[src/gpbm_pkg.sv]
// shared widths, constants and the queued item type for the peak bar meter
package gpbm_pkg;

  localparam int COLUMN_W    = 5;
  localparam int BIN_W       = 8;
  localparam int FT_W        = 16;
  localparam int GRAV_W      = 10;
  localparam int ROW_W       = 4;
  localparam int HEIGHT_W    = 16;
  localparam int SPEED_W     = 18;
  localparam int COLUMNS_DEF = 32;
  localparam int ROWS_DEF    = 16;

  localparam logic [GRAV_W-1:0] GRAV_RESET = 10'd120;
  localparam logic [BIN_W-1:0]  LEVEL_MAX  = 8'd255;

  typedef struct packed {
    logic [COLUMN_W-1:0] col;
    logic [BIN_W-1:0]    target;
    logic [FT_W-1:0]     ft;
    logic                oor;
  } q_item_t;

endpackage

[src/gpbm_front.sv]
// input side: accepts items, derives the target level and range flag, two-entry queue
module gpbm_front #(
  parameter int COLUMNS = gpbm_pkg::COLUMNS_DEF
) (
  input  logic                          clk,
  input  logic                          rst_n,
  input  logic                          in_valid,
  output logic                          in_ready,
  input  logic [gpbm_pkg::COLUMN_W-1:0] in_column,
  input  logic [gpbm_pkg::BIN_W-1:0]    in_bin_level,
  input  logic [gpbm_pkg::FT_W-1:0]     in_frame_time,
  output logic                          q_valid,
  output gpbm_pkg::q_item_t             q_item,
  input  logic                          q_pop
);
  import gpbm_pkg::*;

  q_item_t     q_r [2];
  logic        wr_ptr_r;
  logic        rd_ptr_r;
  logic [1:0]  cnt_r;
  logic [1:0]  cnt_nxt;
  logic        push;
  logic [BIN_W:0] dbl;
  q_item_t     new_item;

  // doubled level clamped to full scale
  always_comb begin
    dbl             = {in_bin_level, 1'b0};
    new_item.col    = in_column;
    new_item.target = dbl[BIN_W] ? LEVEL_MAX : dbl[BIN_W-1:0];
    new_item.ft     = in_frame_time;
    new_item.oor    = (32'(in_column) >= COLUMNS);
  end

  assign in_ready = (cnt_r != 2'd2);
  assign push     = in_valid && in_ready;
  assign q_valid  = (cnt_r != 2'd0);
  assign q_item   = q_r[rd_ptr_r];

  always_comb begin
    cnt_nxt = cnt_r;
    if (push && !q_pop) begin
      cnt_nxt = cnt_r + 2'd1;
    end else if (!push && q_pop) begin
      cnt_nxt = cnt_r - 2'd1;
    end
  end

  always_ff @(posedge clk) begin
    if (!rst_n) begin
      wr_ptr_r <= 1'b0;
      rd_ptr_r <= 1'b0;
      cnt_r    <= 2'd0;
    end else begin
      cnt_r <= cnt_nxt;
      if (push) begin
        wr_ptr_r <= ~wr_ptr_r;
      end
      if (q_pop) begin
        rd_ptr_r <= ~rd_ptr_r;
      end
    end
  end

  always_ff @(posedge clk) begin
    if (push) begin
      q_r[wr_ptr_r] <= new_item;
    end
  end

endmodule

[src/gpbm_back.sv]
// execution side: column store, gravity and height arithmetic, result register
module gpbm_back #(
  parameter int COLUMNS = gpbm_pkg::COLUMNS_DEF,
  parameter int ROWS    = gpbm_pkg::ROWS_DEF
) (
  input  logic                          clk,
  input  logic                          rst_n,
  input  logic [gpbm_pkg::GRAV_W-1:0]   gravity,
  input  logic                          q_valid,
  input  gpbm_pkg::q_item_t             q_item,
  output logic                          q_pop,
  output logic                          out_valid,
  input  logic                          out_ready,
  output logic [gpbm_pkg::COLUMN_W-1:0] out_column_out,
  output logic [gpbm_pkg::ROW_W-1:0]    out_top_row,
  output logic [gpbm_pkg::HEIGHT_W-1:0] out_bar_level
);
  import gpbm_pkg::*;

  localparam int IDX_W = (COLUMNS > 1) ? $clog2(COLUMNS) : 1;
  localparam int EXT_W = (IDX_W > COLUMN_W) ? IDX_W : COLUMN_W;
  localparam int PROD1_W = GRAV_W + FT_W;
  localparam int PROD2_W = SPEED_W + FT_W;
  localparam int DIFF_W  = SPEED_W + 2;

  localparam logic [2:0] S_IDLE = 3'd0;
  localparam logic [2:0] S_MUL  = 3'd1;
  localparam logic [2:0] S_SPD  = 3'd2;
  localparam logic [2:0] S_MUL2 = 3'd3;
  localparam logic [2:0] S_DONE = 3'd4;

  localparam logic [SPEED_W-1:0] SPD_MIN  = {1'b1, {(SPEED_W-1){1'b0}}};
  localparam logic [DIFF_W-1:0]  DIFF_MIN = {2'b11, SPD_MIN};
  localparam logic [8:0]         ROW_CAP  = 9'(ROWS - 1);

  logic [HEIGHT_W-1:0] bar_mem [COLUMNS];
  logic [SPEED_W-1:0]  spd_mem [COLUMNS];
  logic [COLUMNS-1:0]  vld_r;

  logic [2:0]          state_r;
  logic [2:0]          state_nxt;
  q_item_t             item_r;
  logic [HEIGHT_W-1:0] h_rd_r;
  logic [SPEED_W-1:0]  sp_rd_r;
  logic                v_rd_r;
  logic                byp_r;
  logic [HEIGHT_W-1:0] byp_h_r;
  logic [SPEED_W-1:0]  byp_sp_r;
  logic [HEIGHT_W-1:0] h_r;
  logic [SPEED_W-1:0]  sp_r;
  logic [PROD1_W-1:0]  dv_r;
  logic [SPEED_W-1:0]  sp_sat_r;
  logic [SPEED_W-1:0]  mag_r;
  logic [SPEED_W-1:0]  dh_r;
  logic                out_valid_r;
  logic [COLUMN_W-1:0] out_col_r;
  logic [ROW_W-1:0]    out_row_r;
  logic [HEIGHT_W-1:0] out_lvl_r;

  logic [EXT_W-1:0]    rd_ext;
  logic [EXT_W-1:0]    wr_ext;
  logic [IDX_W-1:0]    rd_idx;
  logic [IDX_W-1:0]    wr_idx;
  logic                done_go;
  logic                mem_we;
  logic [HEIGHT_W-1:0] h_cur;
  logic [SPEED_W-1:0]  sp_cur;
  logic [DIFF_W-1:0]   diff;
  logic [SPEED_W-1:0]  sp_sat;
  logic [SPEED_W-1:0]  mag;
  logic [PROD2_W-1:0]  prod2;
  logic [HEIGHT_W-1:0] target_h;
  logic [HEIGHT_W+2:0] nh;
  logic [HEIGHT_W-1:0] h_fin;
  logic [SPEED_W-1:0]  sp_fin;
  logic [8:0]          row_raw;
  logic [8:0]          row_cap;
  logic [HEIGHT_W:0]   h_rnd;

  assign rd_ext = EXT_W'(q_item.col);
  assign rd_idx = rd_ext[IDX_W-1:0];
  assign wr_ext = EXT_W'(item_r.col);
  assign wr_idx = wr_ext[IDX_W-1:0];

  assign done_go = (state_r == S_DONE) && (!out_valid_r || out_ready);
  assign q_pop   = q_valid && ((state_r == S_IDLE) || done_go);
  assign mem_we  = done_go && !item_r.oor;

  // stored state, a never written column reads as zero
  always_comb begin
    if (byp_r) begin
      h_cur  = byp_h_r;
      sp_cur = byp_sp_r;
    end else if (v_rd_r) begin
      h_cur  = h_rd_r;
      sp_cur = sp_rd_r;
    end else begin
      h_cur  = '0;
      sp_cur = '0;
    end
  end

  // speed minus gravity step, saturated at the most negative speed
  always_comb begin
    diff   = {{2{sp_r[SPEED_W-1]}}, sp_r} - DIFF_W'(dv_r[PROD1_W-1:8]);
    sp_sat = ($signed(diff) < $signed(DIFF_MIN)) ? SPD_MIN : diff[SPEED_W-1:0];
    mag    = sp_sat[SPEED_W-1] ? (~sp_sat + SPEED_W'(1)) : sp_sat;
  end

  assign prod2 = PROD2_W'(mag_r) * PROD2_W'(item_r.ft);

  always_comb begin
    target_h = {item_r.target, 8'h00};
    nh       = (HEIGHT_W+3)'(h_r) + (HEIGHT_W+3)'(dh_r);
    if (target_h > h_r) begin
      h_fin  = target_h;
      sp_fin = '0;
    end else if (sp_sat_r[SPEED_W-1]) begin
      if (dh_r >= SPEED_W'(h_r)) begin
        h_fin  = '0;
        sp_fin = '0;
      end else begin
        h_fin  = h_r - dh_r[HEIGHT_W-1:0];
        sp_fin = sp_sat_r;
      end
    end else begin
      h_fin  = (nh > (HEIGHT_W+3)'({HEIGHT_W{1'b1}})) ? {HEIGHT_W{1'b1}} : nh[HEIGHT_W-1:0];
      sp_fin = (h_fin == '0) ? '0 : sp_sat_r;
    end
    h_rnd   = (HEIGHT_W+1)'(h_fin) + (HEIGHT_W+1)'(128);
    row_raw = h_rnd[HEIGHT_W:8];
    row_cap = (row_raw > ROW_CAP) ? ROW_CAP : row_raw;
  end

  always_comb begin
    state_nxt = state_r;
    case (state_r)
      S_IDLE: begin
        if (q_pop) begin
          state_nxt = S_MUL;
        end
      end
      S_MUL:  state_nxt = S_SPD;
      S_SPD:  state_nxt = S_MUL2;
      S_MUL2: state_nxt = S_DONE;
      S_DONE: begin
        if (q_pop) begin
          state_nxt = S_MUL;
        end else if (done_go) begin
          state_nxt = S_IDLE;
        end
      end
      default: state_nxt = S_IDLE;
    endcase
  end

  always_ff @(posedge clk) begin
    if (!rst_n) begin
      state_r     <= S_IDLE;
      vld_r       <= '0;
      out_valid_r <= 1'b0;
      byp_r       <= 1'b0;
    end else begin
      state_r <= state_nxt;
      if (mem_we) begin
        vld_r[wr_idx] <= 1'b1;
      end
      if (done_go) begin
        out_valid_r <= 1'b1;
      end else if (out_ready) begin
        out_valid_r <= 1'b0;
      end
      if (q_pop) begin
        // same column straight after its own write takes the fresh values
        byp_r <= mem_we && (rd_idx == wr_idx);
      end
    end
  end

  always_ff @(posedge clk) begin
    if (q_pop) begin
      h_rd_r   <= bar_mem[rd_idx];
      sp_rd_r  <= spd_mem[rd_idx];
      v_rd_r   <= vld_r[rd_idx];
      item_r   <= q_item;
      byp_h_r  <= h_fin;
      byp_sp_r <= sp_fin;
    end
    if (mem_we) begin
      bar_mem[wr_idx] <= h_fin;
      spd_mem[wr_idx] <= sp_fin;
    end
  end

  always_ff @(posedge clk) begin
    if (state_r == S_MUL) begin
      h_r  <= h_cur;
      sp_r <= sp_cur;
      dv_r <= PROD1_W'(gravity) * PROD1_W'(item_r.ft);
    end
    if (state_r == S_SPD) begin
      sp_sat_r <= sp_sat;
      mag_r    <= mag;
    end
    if (state_r == S_MUL2) begin
      dh_r <= prod2[PROD2_W-1:16];
    end
    if (done_go) begin
      out_col_r <= item_r.col;
      out_row_r <= item_r.oor ? '0 : row_cap[ROW_W-1:0];
      out_lvl_r <= item_r.oor ? '0 : h_fin;
    end
  end

  assign out_valid      = out_valid_r;
  assign out_column_out = out_col_r;
  assign out_top_row    = out_row_r;
  assign out_bar_level  = out_lvl_r;

  a_hold_when_full: assert property (@(posedge clk) disable iff (!rst_n)
    (state_r == S_DONE && out_valid_r && !out_ready) |=> (state_r == S_DONE))
    else $error("result overwritten while the output is stalled");

  a_pop_state: assert property (@(posedge clk) disable iff (!rst_n)
    q_pop |-> (state_r == S_IDLE || state_r == S_DONE))
    else $error("queue popped in the middle of an item");

  a_oor_zero: assert property (@(posedge clk) disable iff (!rst_n)
    (out_valid_r && (32'(out_col_r) >= COLUMNS)) |-> (out_lvl_r == '0 && out_row_r == '0))
    else $error("out of range column gave a nonzero result");

  a_row_cap: assert property (@(posedge clk) disable iff (!rst_n)
    out_valid_r |-> (32'(out_row_r) <= ROWS - 1))
    else $error("top row above the last row");

  a_done_loads: assert property (@(posedge clk) disable iff (!rst_n)
    done_go |=> out_valid_r)
    else $error("finished item did not reach the output register");

endmodule

[src/gravity_peak_bar_meter_top.sv]
// top level of the gravity peak bar meter: gravity register, front queue and back end
//
//  port group  direction  handshake               payload
//  in_         input      in_valid / in_ready     in_column, in_bin_level, in_frame_time
//  out_        output     out_valid / out_ready   out_column_out, out_top_row, out_bar_level
//  cfg_        input      cfg_wr_en               cfg_wr_data (gravity)
//
// the back end takes one item at a time and steps it through: store read, gravity
// multiply, speed saturate, height multiply, then write and output overlapped with the
// next store read; a stalled output holds it in S_DONE. through an empty queue an item
// passes the queue, S_MUL, S_SPD, S_MUL2, S_DONE and the output register to out_valid.
// reset clears the per-column valid bits directly, no clearing pass; gravity resets to 120.
// a two-item queue keeps in_ready high while the output is stalled until it fills.
module gravity_peak_bar_meter_top #(
  parameter int COLUMNS = gpbm_pkg::COLUMNS_DEF,
  parameter int ROWS    = gpbm_pkg::ROWS_DEF
) (
  input  logic                          clk,
  input  logic                          rst_n,
  input  logic                          in_valid,
  output logic                          in_ready,
  input  logic [gpbm_pkg::COLUMN_W-1:0] in_column,
  input  logic [gpbm_pkg::BIN_W-1:0]    in_bin_level,
  input  logic [gpbm_pkg::FT_W-1:0]     in_frame_time,
  output logic                          out_valid,
  input  logic                          out_ready,
  output logic [gpbm_pkg::COLUMN_W-1:0] out_column_out,
  output logic [gpbm_pkg::ROW_W-1:0]    out_top_row,
  output logic [gpbm_pkg::HEIGHT_W-1:0] out_bar_level,
  input  logic                          cfg_wr_en,
  input  logic [gpbm_pkg::GRAV_W-1:0]   cfg_wr_data
);
  import gpbm_pkg::*;

  logic [GRAV_W-1:0] gravity_r;
  logic              q_valid;
  logic              q_pop;
  q_item_t           q_item;

  always_ff @(posedge clk) begin
    if (!rst_n) begin
      gravity_r <= GRAV_RESET;
    end else if (cfg_wr_en) begin
      gravity_r <= cfg_wr_data;
    end
  end

  gpbm_front #(
    .COLUMNS(COLUMNS)
  ) u_front (
    .clk          (clk),
    .rst_n        (rst_n),
    .in_valid     (in_valid),
    .in_ready     (in_ready),
    .in_column    (in_column),
    .in_bin_level (in_bin_level),
    .in_frame_time(in_frame_time),
    .q_valid      (q_valid),
    .q_item       (q_item),
    .q_pop        (q_pop)
  );

  gpbm_back #(
    .COLUMNS(COLUMNS),
    .ROWS   (ROWS)
  ) u_back (
    .clk           (clk),
    .rst_n         (rst_n),
    .gravity       (gravity_r),
    .q_valid       (q_valid),
    .q_item        (q_item),
    .q_pop         (q_pop),
    .out_valid     (out_valid),
    .out_ready     (out_ready),
    .out_column_out(out_column_out),
    .out_top_row   (out_top_row),
    .out_bar_level (out_bar_level)
  );

endmodule

[config.mk]
export PLATFORM = sky130hd
export DESIGN_NAME = gravity_peak_bar_meter_top
export DESIGN_NICKNAME = d
export VERILOG_FILES = /design/src/gpbm_pkg.sv /design/src/gpbm_front.sv /design/src/gpbm_back.sv /design/src/gravity_peak_bar_meter_top.sv
export SDC_FILE = /design/constraint.sdc
export NUM_CORES = 2
export LEC_CHECK = 0
export ABC_AREA = 1
export BUFFER_PORTS_ARGS = -buffer_cell sky130_fd_sc_hd__buf_2
export CORE_MARGIN = 8
export CORE_UTILIZATION = 35
export CTS_BUF_LIST = sky130_fd_sc_hd__clkbuf_16
export DETAILED_ROUTE_END_ITERATION = 10
export GPL_TIMING_DRIVEN = 0
export SYNTH_ARGS = -nofsm -noshare
export SYNTH_HDL_FRONTEND = slang
export SYNTH_SLANG_ARGS = --single-unit
[constraint.sdc]
create_clock -name clk -period 8.68 [get_ports clk]
set_clock_uncertainty 0.05 [all_clocks]
set_input_delay 0.434 -clock clk [delete_from_list [all_inputs] [get_ports clk]]
set_output_delay 0.434 -clock clk [all_outputs]
set_load 0.005 [all_outputs]
==> results.sh <==
export IMPL_reg2regPathDepth=22
export IMPL_floorplan_core_area_sq_um=207000
export IMPL_tmin_final_ns=7.10
export IMPL_finalCoreUtilization=0.403
export IMPL_final_cell_mix="1374 x sky130_fd_sc_hd__edfxtp_1, 947 x sky130_fd_sc_hd__nand2_1, 788 x sky130_fd_sc_hd__inv_1"
export IMPL_hold_worst_slack_ns=0.0700
export IMPL_final_hold_violation_count=0
export IMPL_remaining_drc_errors=0
export IMPL_synth_cell_types=58
export IMPL_final_period_utilization=0.818
export IMPL_tritoncts_clock_tree="yes"
export IMPL_num_fill_cells=19500
export IMPL_netlist_area_leader_share=0.568
export IMPL_clock_root_buffer="sky130_fd_sc_hd__clkbuf_16"
export IMPL_num_io_pins=71
export IMPL_worstMarginPinSlew_ns=1.38
export IMPL_critPathLaunchType="flop"
export IMPL_postCtsSetupBuffers=0
export IMPL_worst_setup_path_type="reg -> reg"
export IMPL_antenna_violations_before_repair=16
export IMPL_place_detailed_hpwl_microns=172000
export IMPL_cts_buffers_inserted=143
export IMPL_die_x_microns=472
export IMPL_path_clk_slew_ns=0.06
export IMPL_async_flop_share=0
export IMPL_synth_edff_count=1374
export IMPL_synth_fp_nets=7072
export IMPL_setup_violations=0
export IMPL_final_cells=9615
export IMPL_die_area_sq_um=222000
export IMPL_start_util=0.352
export IMPL_synth_main_ff_cell="sky130_fd_sc_hd__edfxtp_1"
export IMPL_outcome="finished clean"
export IMPL_slew_violations=0
export IMPL_dr_pass1_iters=6
export IMPL_htreeDepth=4
export IMPL_cts_buffer_depth=3
export IMPL_min_path_cells=4
export IMPL_postSynthCellCount=6456
export IMPL_path_max_fanout=10
export IMPL_wl_per_cell_microns=24.5
export IMPL_avgSynthCellArea_sq_um=11.3
export IMPL_maximum_number_of_pins_on_one_net_before_global_route_repair=37
export IMPL_io_buffers=70
export IMPL_die_h_microns=472
export IMPL_ys_ff_latch=1426
export IMPL_drtAntennaViolNets=0
export IMPL_yosys_warnings=0
export IMPL_area_growth_synth_to_final_pct=14.7
export IMPL_detail_route_vias_per_cell=5.45
export IMPL_worst_setup_ep_type="flop"
export IMPL_rsz0062_at_grt="false"
export IMPL_number_of_rows_created_at_floorplan=167
export IMPL_place_inst=9301
export IMPL_clock_latency_ns=0.80
export IMPL_timing_critical_path_arrival_ns=7.57
export IMPL_drt_first_iter_violations=6500
export IMPL_num_vias=52400
export IMPL_classification_of_the_worst_slack_hold_path="in -> reg"
export IMPL_worst_slew_margin_rel=0.0831
export IMPL_grt_use_total=0.204
export IMPL_mostFrequentLayoutCell="sky130_fd_sc_hd__edfxtp_1"
export IMPL_clock_fmax_mhz=141
export IMPL_yosysSeqAreaShare=0.582
export IMPL_grt_pass1_vias=50300
export IMPL_postRouteWirelength_microns=235000
export IMPL_synthesis_area_sq_um=72600
export IMPL_num_nets_final=7401
export IMPL_grt_overflow_total=0
export IMPL_cts_sinks=1426
export IMPL_critical_path_required_ns=9.15
export IMPL_post_synth_main_area_contributors="sky130_fd_sc_hd__edfxtp_1 57%, sky130_fd_sc_hd__fa_1 9.2%, sky130_fd_sc_hd__nand2_1 4.9%"
export IMPL_drive_above_1_share=0.0769
export IMPL_gpl_final_weighted_congestion=0.904
export IMPL_first_pass_grt_wire_length_microns=340000
export IMPL_drv_max_cap_violation_count=0
export IMPL_r2r_slack_ns=1.58
export IMPL_synth_largest_area_cell="sky130_fd_sc_hd__edfxtp_1"
==> worst max-delay path: stages (launching register included) <==
cell	delay (ns)
sky130_fd_sc_hd__edfxtp_1	0.33
sky130_fd_sc_hd__clkbuf_1	0.71
sky130_fd_sc_hd__buf_1	0.67
sky130_fd_sc_hd__nand2_1	0.16
sky130_fd_sc_hd__fa_1	0.52
sky130_fd_sc_hd__inv_1	0.05
sky130_fd_sc_hd__fa_1	0.47
sky130_fd_sc_hd__inv_1	0.05
sky130_fd_sc_hd__fa_1	0.49
sky130_fd_sc_hd__inv_1	0.05
sky130_fd_sc_hd__fa_1	0.53
sky130_fd_sc_hd__inv_1	0.05
sky130_fd_sc_hd__fa_1	0.44
sky130_fd_sc_hd__fa_1	0.49
sky130_fd_sc_hd__inv_1	0.04
sky130_fd_sc_hd__ha_1	0.36
sky130_fd_sc_hd__a21oi_1	0.20
sky130_fd_sc_hd__o21ai_0	0.14
sky130_fd_sc_hd__a21oi_1	0.17
sky130_fd_sc_hd__nand3_1	0.26
sky130_fd_sc_hd__a21oi_1	0.30
sky130_fd_sc_hd__o21ai_0	0.14
sky130_fd_sc_hd__xor2_1	0.16
==> kinds of logic after synthesis <==
group                    count (synthesis)  synth area share
AO/OA/AOI/OAI                         1230             0.103
XOR/XNOR                                81           0.00987
adder cells (fa/ha/maj)                572             0.133
buffers and inverters                 1152            0.0614
flip-flops                            1426             0.582
AND/OR/NAND/NOR                       1995             0.110
==> path summary, 6_finish.rpt <==
| check | start | end |
|---|---|---|
| setup / recovery | u_back.item_r[7] | u_back.dh_r[16] |
| hold reg to reg | u_back.vld_r[13] | u_back.vld_r[13] |
| setup reg to reg | u_back.item_r[7] | u_back.dh_r[16] |
| hold / removal | cfg_wr_en | gravity_r[5] |
==> final cells by class <==
cell class              count  area, sq um  area share
diodes                      6         15.0    0.000180
plain buffers             385         1580      0.0189
clock buffers             145         3630      0.0435
clock inverters           120          871      0.0104
inverters                 767         2880      0.0346
multi-input cells        3878        26400       0.316
flip-flops and latches   1426        42300       0.508
well taps                2704         3380      0.0406
repair buffers            184         2310      0.0277
==> flip-flops by register name, summed over array words and instances, names as in the netlist, 24 cells and up, named ones only <==
register and flops:
u_back.spd_mem 576, u_back.bar_mem 512, u_front.q_r 58, u_back.vld_r 32, u_back.item_r 24
==> through the flow <==
step / TNS [ns] / area [sq um] / setup WS [ns]
after detailed placement: 0 / 78400 / 1.59
final: 0 / 83300 / 1.58
after floorplan: 0 / 72600 / 1.45
after CTS: 0 / 83300 / 1.62
after global routing: 0 / 83300 / 1.26
after global placement: -58.61 / 76400 / -2.92
==> cell usage after synthesis (10+ instances only) <==
cell / n
sky130_fd_sc_hd__inv_2: 13
sky130_fd_sc_hd__o211ai_1: 52
sky130_fd_sc_hd__fa_1: 333
sky130_fd_sc_hd__o22ai_1: 53
sky130_fd_sc_hd__o21ai_0: 621
sky130_fd_sc_hd__or2_2: 17
sky130_fd_sc_hd__buf_2: 30
sky130_fd_sc_hd__o21bai_1: 14
sky130_fd_sc_hd__nand3_1: 156
sky130_fd_sc_hd__clkbuf_1: 305
sky130_fd_sc_hd__edfxtp_1: 1374
sky130_fd_sc_hd__nor3_1: 14
sky130_fd_sc_hd__buf_1: 33
sky130_fd_sc_hd__ha_1: 239
sky130_fd_sc_hd__o221ai_1: 227
sky130_fd_sc_hd__dfxtp_1: 52
sky130_fd_sc_hd__nand4_1: 25
sky130_fd_sc_hd__inv_1: 750
sky130_fd_sc_hd__a21o_1: 10
sky130_fd_sc_hd__xor2_1: 58
sky130_fd_sc_hd__nor2_2: 19
sky130_fd_sc_hd__o21ai_1: 15
sky130_fd_sc_hd__xnor2_1: 22
sky130_fd_sc_hd__a31oi_1: 69
sky130_fd_sc_hd__buf_4: 10
sky130_fd_sc_hd__nand2_1: 947
sky130_fd_sc_hd__nand2_2: 16
sky130_fd_sc_hd__a21oi_1: 129
sky130_fd_sc_hd__nor2_1: 774
==> routing by layer <==
layer / GRT usage / share of wire
met1: 0.272 / 0.39
met4: 0.0838 / 0.047
met2: 0.326 / 0.46
met5: 0 / 0.000085
met3: 0.0435 / 0.10
==> what timing repair did <==
item                                   in CTS  in global routing
setup endpoints to repair                   0                  0
endpoints found under the hold margin      72                  0
gates resized for setup                     0                  0
hold buffers                               42                  0
Power is not shown: default switching activity piles up to over one toggle a cycle in this logic, so the estimate is an artifact.
